**config.mk**
```make
export PLATFORM = sky130hd
export DESIGN_NAME = smpq_cell
export DESIGN_NICKNAME = d
export VERILOG_FILES = /design/src/sv/smpq_pkg.sv /design/src/sv/smpq_cell.sv
export SDC_FILE = /design/constraint.sdc
export NUM_CORES = 1
export LEC_CHECK = 0
export ABC_AREA = 1
export BUFFER_PORTS_ARGS = -buffer_cell sky130_fd_sc_hd__buf_2
export CELL_PAD_IN_SITES_DETAIL_PLACEMENT = 1
export CELL_PAD_IN_SITES_GLOBAL_PLACEMENT = 2
export CORE_MARGIN = 2
export CORE_UTILIZATION = 27
export CTS_CLUSTER_DIAMETER = 200
export DETAILED_ROUTE_END_ITERATION = 12
export PLACE_DENSITY_LB_ADDON = 0.1
export SLEW_MARGIN = 40
export SYNTH_ARGS = -nofsm -noshare
export SYNTH_HDL_FRONTEND = slang
export SYNTH_SLANG_ARGS = --single-unit
```
**constraint.sdc**
```tcl
create_clock -name clk -period 5.56 [get_ports clk]
set_clock_uncertainty 0.1 [all_clocks]
set_input_delay 0.556 -clock clk [delete_from_list [all_inputs] [get_ports clk]]
set_output_delay 0.556 -clock clk [all_outputs]
set_load 0.05 [all_outputs]
```
**src/sv/smpq_pkg.sv**
```systemverilog
// Shared types and codes for the sorted min priority queue.
// Used by smpq_cell and sorted_min_priority_queue_unit; no dependencies.
package smpq_pkg;

	typedef logic signed [31:0] data_t;
	typedef logic [1:0] func_t;
	typedef logic [1:0] status_t;

	localparam func_t OP_INSERT = 2'd0;
	localparam func_t OP_REMOVE = 2'd1;
	localparam func_t OP_PEEK   = 2'd2;

	localparam status_t ST_OK    = 2'd0;
	localparam status_t ST_EMPTY = 2'd1;
	localparam status_t ST_FULL  = 2'd2;

	localparam data_t EMPTY_VALUE = -32'sd1;
	localparam int    OCC_W       = 7;

	// Broadcast from the control to every cell of the row.
	typedef struct packed {
		logic  ins_en;
		logic  rem_en;
		data_t value;
	} cell_ctl_t;

endpackage

```
**src/sv/smpq_cell.sv**
```systemverilog
// One slot of the sorted row: holds one entry, trades it with its neighbors.
// Depends on smpq_pkg.
module smpq_cell (
	input  logic                 clk,
	input  smpq_pkg::cell_ctl_t  ctl,
	input  logic                 live,
	input  logic                 left_take,
	input  smpq_pkg::data_t      left_data,
	input  smpq_pkg::data_t      right_data,
	output logic                 take,
	output smpq_pkg::data_t      data_q
);
	import smpq_pkg::*;

	// New value belongs at or before this slot: slot is empty or holds a larger entry.
	assign take = !live || (ctl.value < data_q);

	always_ff @(posedge clk) begin
		if (ctl.ins_en && take) begin
			// first taking slot gets the new value, the rest shift up by one
			data_q <= left_take ? left_data : ctl.value;
		end else if (ctl.rem_en) begin
			data_q <= right_data;
		end
	end

endmodule

```
# Word level (Yosys, flattened, before mapping)
# Index checks and enable logic that the tools add are counted.
# totals
reg_bits	32
input_bits	101
output_inout_bits	33
wordCells	9
# op_classes
order_cmp	1
n_mux	3
reduce_logical	4
# op_table
op	count
$mux 32	3
$lt 32x32->1	1
$reduce_bool 2->1	1
$logic_and 1x1->1	1
$logic_not 1->1	1
$logic_or 1x1->1	1

# Longest topological paths before layout
# depth
word_depth	4
ltp_mapped	18

# Least setup slack after synthesis
# Ideal clock, no wire load.
# synth_timing
path_type	reg-to-reg
startpoint	reg data_q[5]
endpoint	reg data_q[0], enable pin
setup_time_ps	389
arrival_time_ps	2671
required_ps	5071
slack_ps	2400
stages_incl_launch_ff	15
synth_period_minus_slack_ps	3160
cell_sequence	edfxtp_1 > inv_1 > ha_1 > a21oi_1 > nor2_1 > nor3_2 > nand2_1 > nand2_1 > nand2_1 > nand2_1 > nand3_1 > nand3_4 > nand2_4 > buf_4 > nand2_1
# synth_between
elab_chain_len	4
# synth_rtl
item	line	rtl
start: declaration	smpq_cell.sv:11	output smpq_pkg::data_t data_q
start signal: assignment	smpq_cell.sv:21	data_q <= left_take ? left_data : ctl.value;
start signal: assignment	smpq_cell.sv:23	data_q <= right_data;
$lt 32x32->1	smpq_cell.sv:16	assign take = !live || (ctl.value < data_q);
$logic_or 1x1->1	smpq_cell.sv:16	
$logic_and 1x1->1	smpq_cell.sv:19	if (ctl.ins_en && take) begin
$reduce_bool 2->1 (no source line)	-	
# No other way between the ends.
# A chain may end at the register's enable or synchronous reset.

# Final worst setup path
# layout_timing
startpoint	reg data_q[15]
endpoint	reg data_q[11], enable pin
# The elaborated chain is that of the path after synthesis.

==> metrics.txt <==
Hold Slack 431.0 ps; kind of cell adding the most delay to the critical path simple AND/OR/NAND/NOR gates; First DRT Iteration DRCs 73; Placement Cell Area 0.003418 sq mm; final hold viol count 0; Syn Area/Cell 8.533 sq um; first-pass GRT wire length 12390 microns; vias per inst 4.487; Largest regs data_q: 32 flops; I/O pin cnt 134; CP Capture Type flop; fillcell total 1244; CTS resizes 0; Max Buffers Root-to-Sink 2; power consumption 0.9579 mW; Area growth syn-to-layout 31.73%; CTS tree yes; Die Wd 103.1 microns; synth top area cells edfxtp_1 36%, ha_1 15%, nand2_1 13%, mux2_2 13%, nand3_1 6.4%; Distinct cells, synth 22; max incr delay on CP 420 ps; wire per inst 14.18 microns; initial antenna violation count 0; Via Count 2562; RSZ-0062 raised after global routing false; Final Wtd Congestion 0.7457; max FFs per register 32; Slew Limit Fails 0; Yosys reg bits 32; PwrDens 274.0 mW/mm^2; DRC viols 0; Buffers & Inverters on Critical Path 4; Root Buffer clkbuf_8; post-route clock period utilization 58.58%; hold-fix buffers at CTS 0; cell mode on critical path nand2_1; Final min period 3257 ps; routed wire length 8094 microns; commonest non-fill, non-tap cells in the layout 133 x buf_2, 94 x nand2_1, 40 x inv_1; Max VDD drop 0.08772 mV; htree depth 2; Yosys Warn Count 0; Initial Util 27.53%; Hold Crit Class in -> reg; Worst Max-Slew Pin Slew 786.3 ps; TritonCTS buffer count 5; die area 0.01064 sq mm; Non-Filler Instances 571; cell area after layout 0.003496 sq mm; Syn Inst Count 311; max-cap check violation count 0; commonest non-fill, non-tap cell in the layout buf_2; Worst path slowest cell buf_4; Largest Register data_q; Final WS setup 2303 ps; sequential share of the synthesized area 36.21%; die height 103.1 microns; setup TNS 0 ps; Place WS 1931 ps; Crit Path Class reg -> reg; Final HPWL DP 6160 microns; Util after Layout 36.27%; WP data required 5400 ps; Crit Path Max Fanout 34; first drt pass iteration count 4; nets@finish 570; pin count of the biggest net entering global routing 35; Worst Setup Start Kind flop; Worst-path clk slew 70 ps; top cell type's share of synthesized area 36.21%; outcome completed; setup bufs post-CTS 0; crit path cell chain inv_1 -> ha_1 -> nand2_1 -> inv_1 -> nand3_1 -> inv_1 -> a21oi_1 -> nand2_1 -> nand2_1 -> nand3_1 -> nand3_4 -> nand2_4 -> nand2_1 -> buf_4; floorplan core area 0.009639 sq mm; port bufs 133; Leakage Power 1.873 nW; remaining global-route overflow 0; syn nets 443; ratio of cells with drive above 1 in the final layout 39.95%; post-route ant nets 0; n_diodes 0; Rel. slew slack 47.58%; max frequency 0.3070 GHz; cell taking the most area after synthesis edfxtp_1; Worst-Skew Late Latency 290 ps; Worst EP arrival 3090 ps; CTS sink cnt 32; Inst Count DP 564; mapped cell area 0.002654 sq mm; vias in the first global route 2584; Global Route Usage Sum 15.27%; final number of setup-violating endpoints 0; Row Count 36
[where the power goes]
| part | total [mW] | switching [mW] | internal (mW) | leakage, nW |
|---|---|---|---|---|
| Sequential | 0.338 | 0.0199 | 0.318 | 0.328 |
| Combinational | 0.443 | 0.307 | 0.136 | 1.50 |
| Clock | 0.177 | 0.0917 | 0.0852 | 0.0410 |
| Total | 0.958 | 0.419 | 0.539 | 1.87 |
[worst min-delay path: stages]
cell     delay, ps
buf_2           80
nand2_1         40
nand2_1         40
[final timing paths]
kind | startpoint | end | slack [ps] | cells after the start
worst max-delay path | data_q[15] | data_q[11] | 2300 | 14
worst min-delay path | right_data[7] | data_q[7] | 430 | 3
worst max register to register | data_q[15] | data_q[11] | 2300 | 14
worst min register to register | data_q[31] | data_q[13] | 1390 | 6
[cell type report]
type	instances	area [sq um]	area share (%)
clock buffer	6	72.57	2.076
timing repair buffer	134	673.1	19.26
inverter	40	150.1	4.295
multi-input combinational	225	1468	41.98
clock inverter	1	5.005	0.1432
tap	133	166.4	4.760
sequential	32	960.9	27.49
[synth_stat cells]
cell type / count
nand3_1: 34
nor3_1: 1
buf_4: 1
nand2_1: 94
mux2_2: 31
nor2_1: 5
o21a_1: 1
buf_1: 1
nor3_2: 1
nand4_1: 2
o21ai_0: 5
ha_1: 31
buf_2: 3
nor4_2: 1
nand3_4: 1
a21oi_1: 16
o211ai_1: 1
buf_6: 2
inv_1: 40
nand2_4: 1
clkbuf_1: 7
edfxtp_1: 32
[per-layer routing]
layer / vias up / track usage, % / share of wire (%)
li1: 1296 / - / -
met1: 1178 / 18.96 / 43
met2: 81 / 26.82 / 49
met3: 7 / 3.254 / 6.6
met4: 0 / 4.049 / 1.0
met5: - / 0 / 0
[logic make-up (layout without fill, tap and decap cells)]
family | Yosys count | in the layout | share of synthesized area [%]
AO/OA/AOI/OAI | 23 | 23 | 4.526
adder cells (fa/ha/maj) | 31 | 31 | 14.62
buffers and inverters | 54 | 181 | 8.486
flip-flops | 32 | 32 | 36.21
multiplexers | 31 | 31 | 13.15
AND/OR/NAND/NOR | 140 | 140 | 23.01
Power figures use the tool's default switching activity.
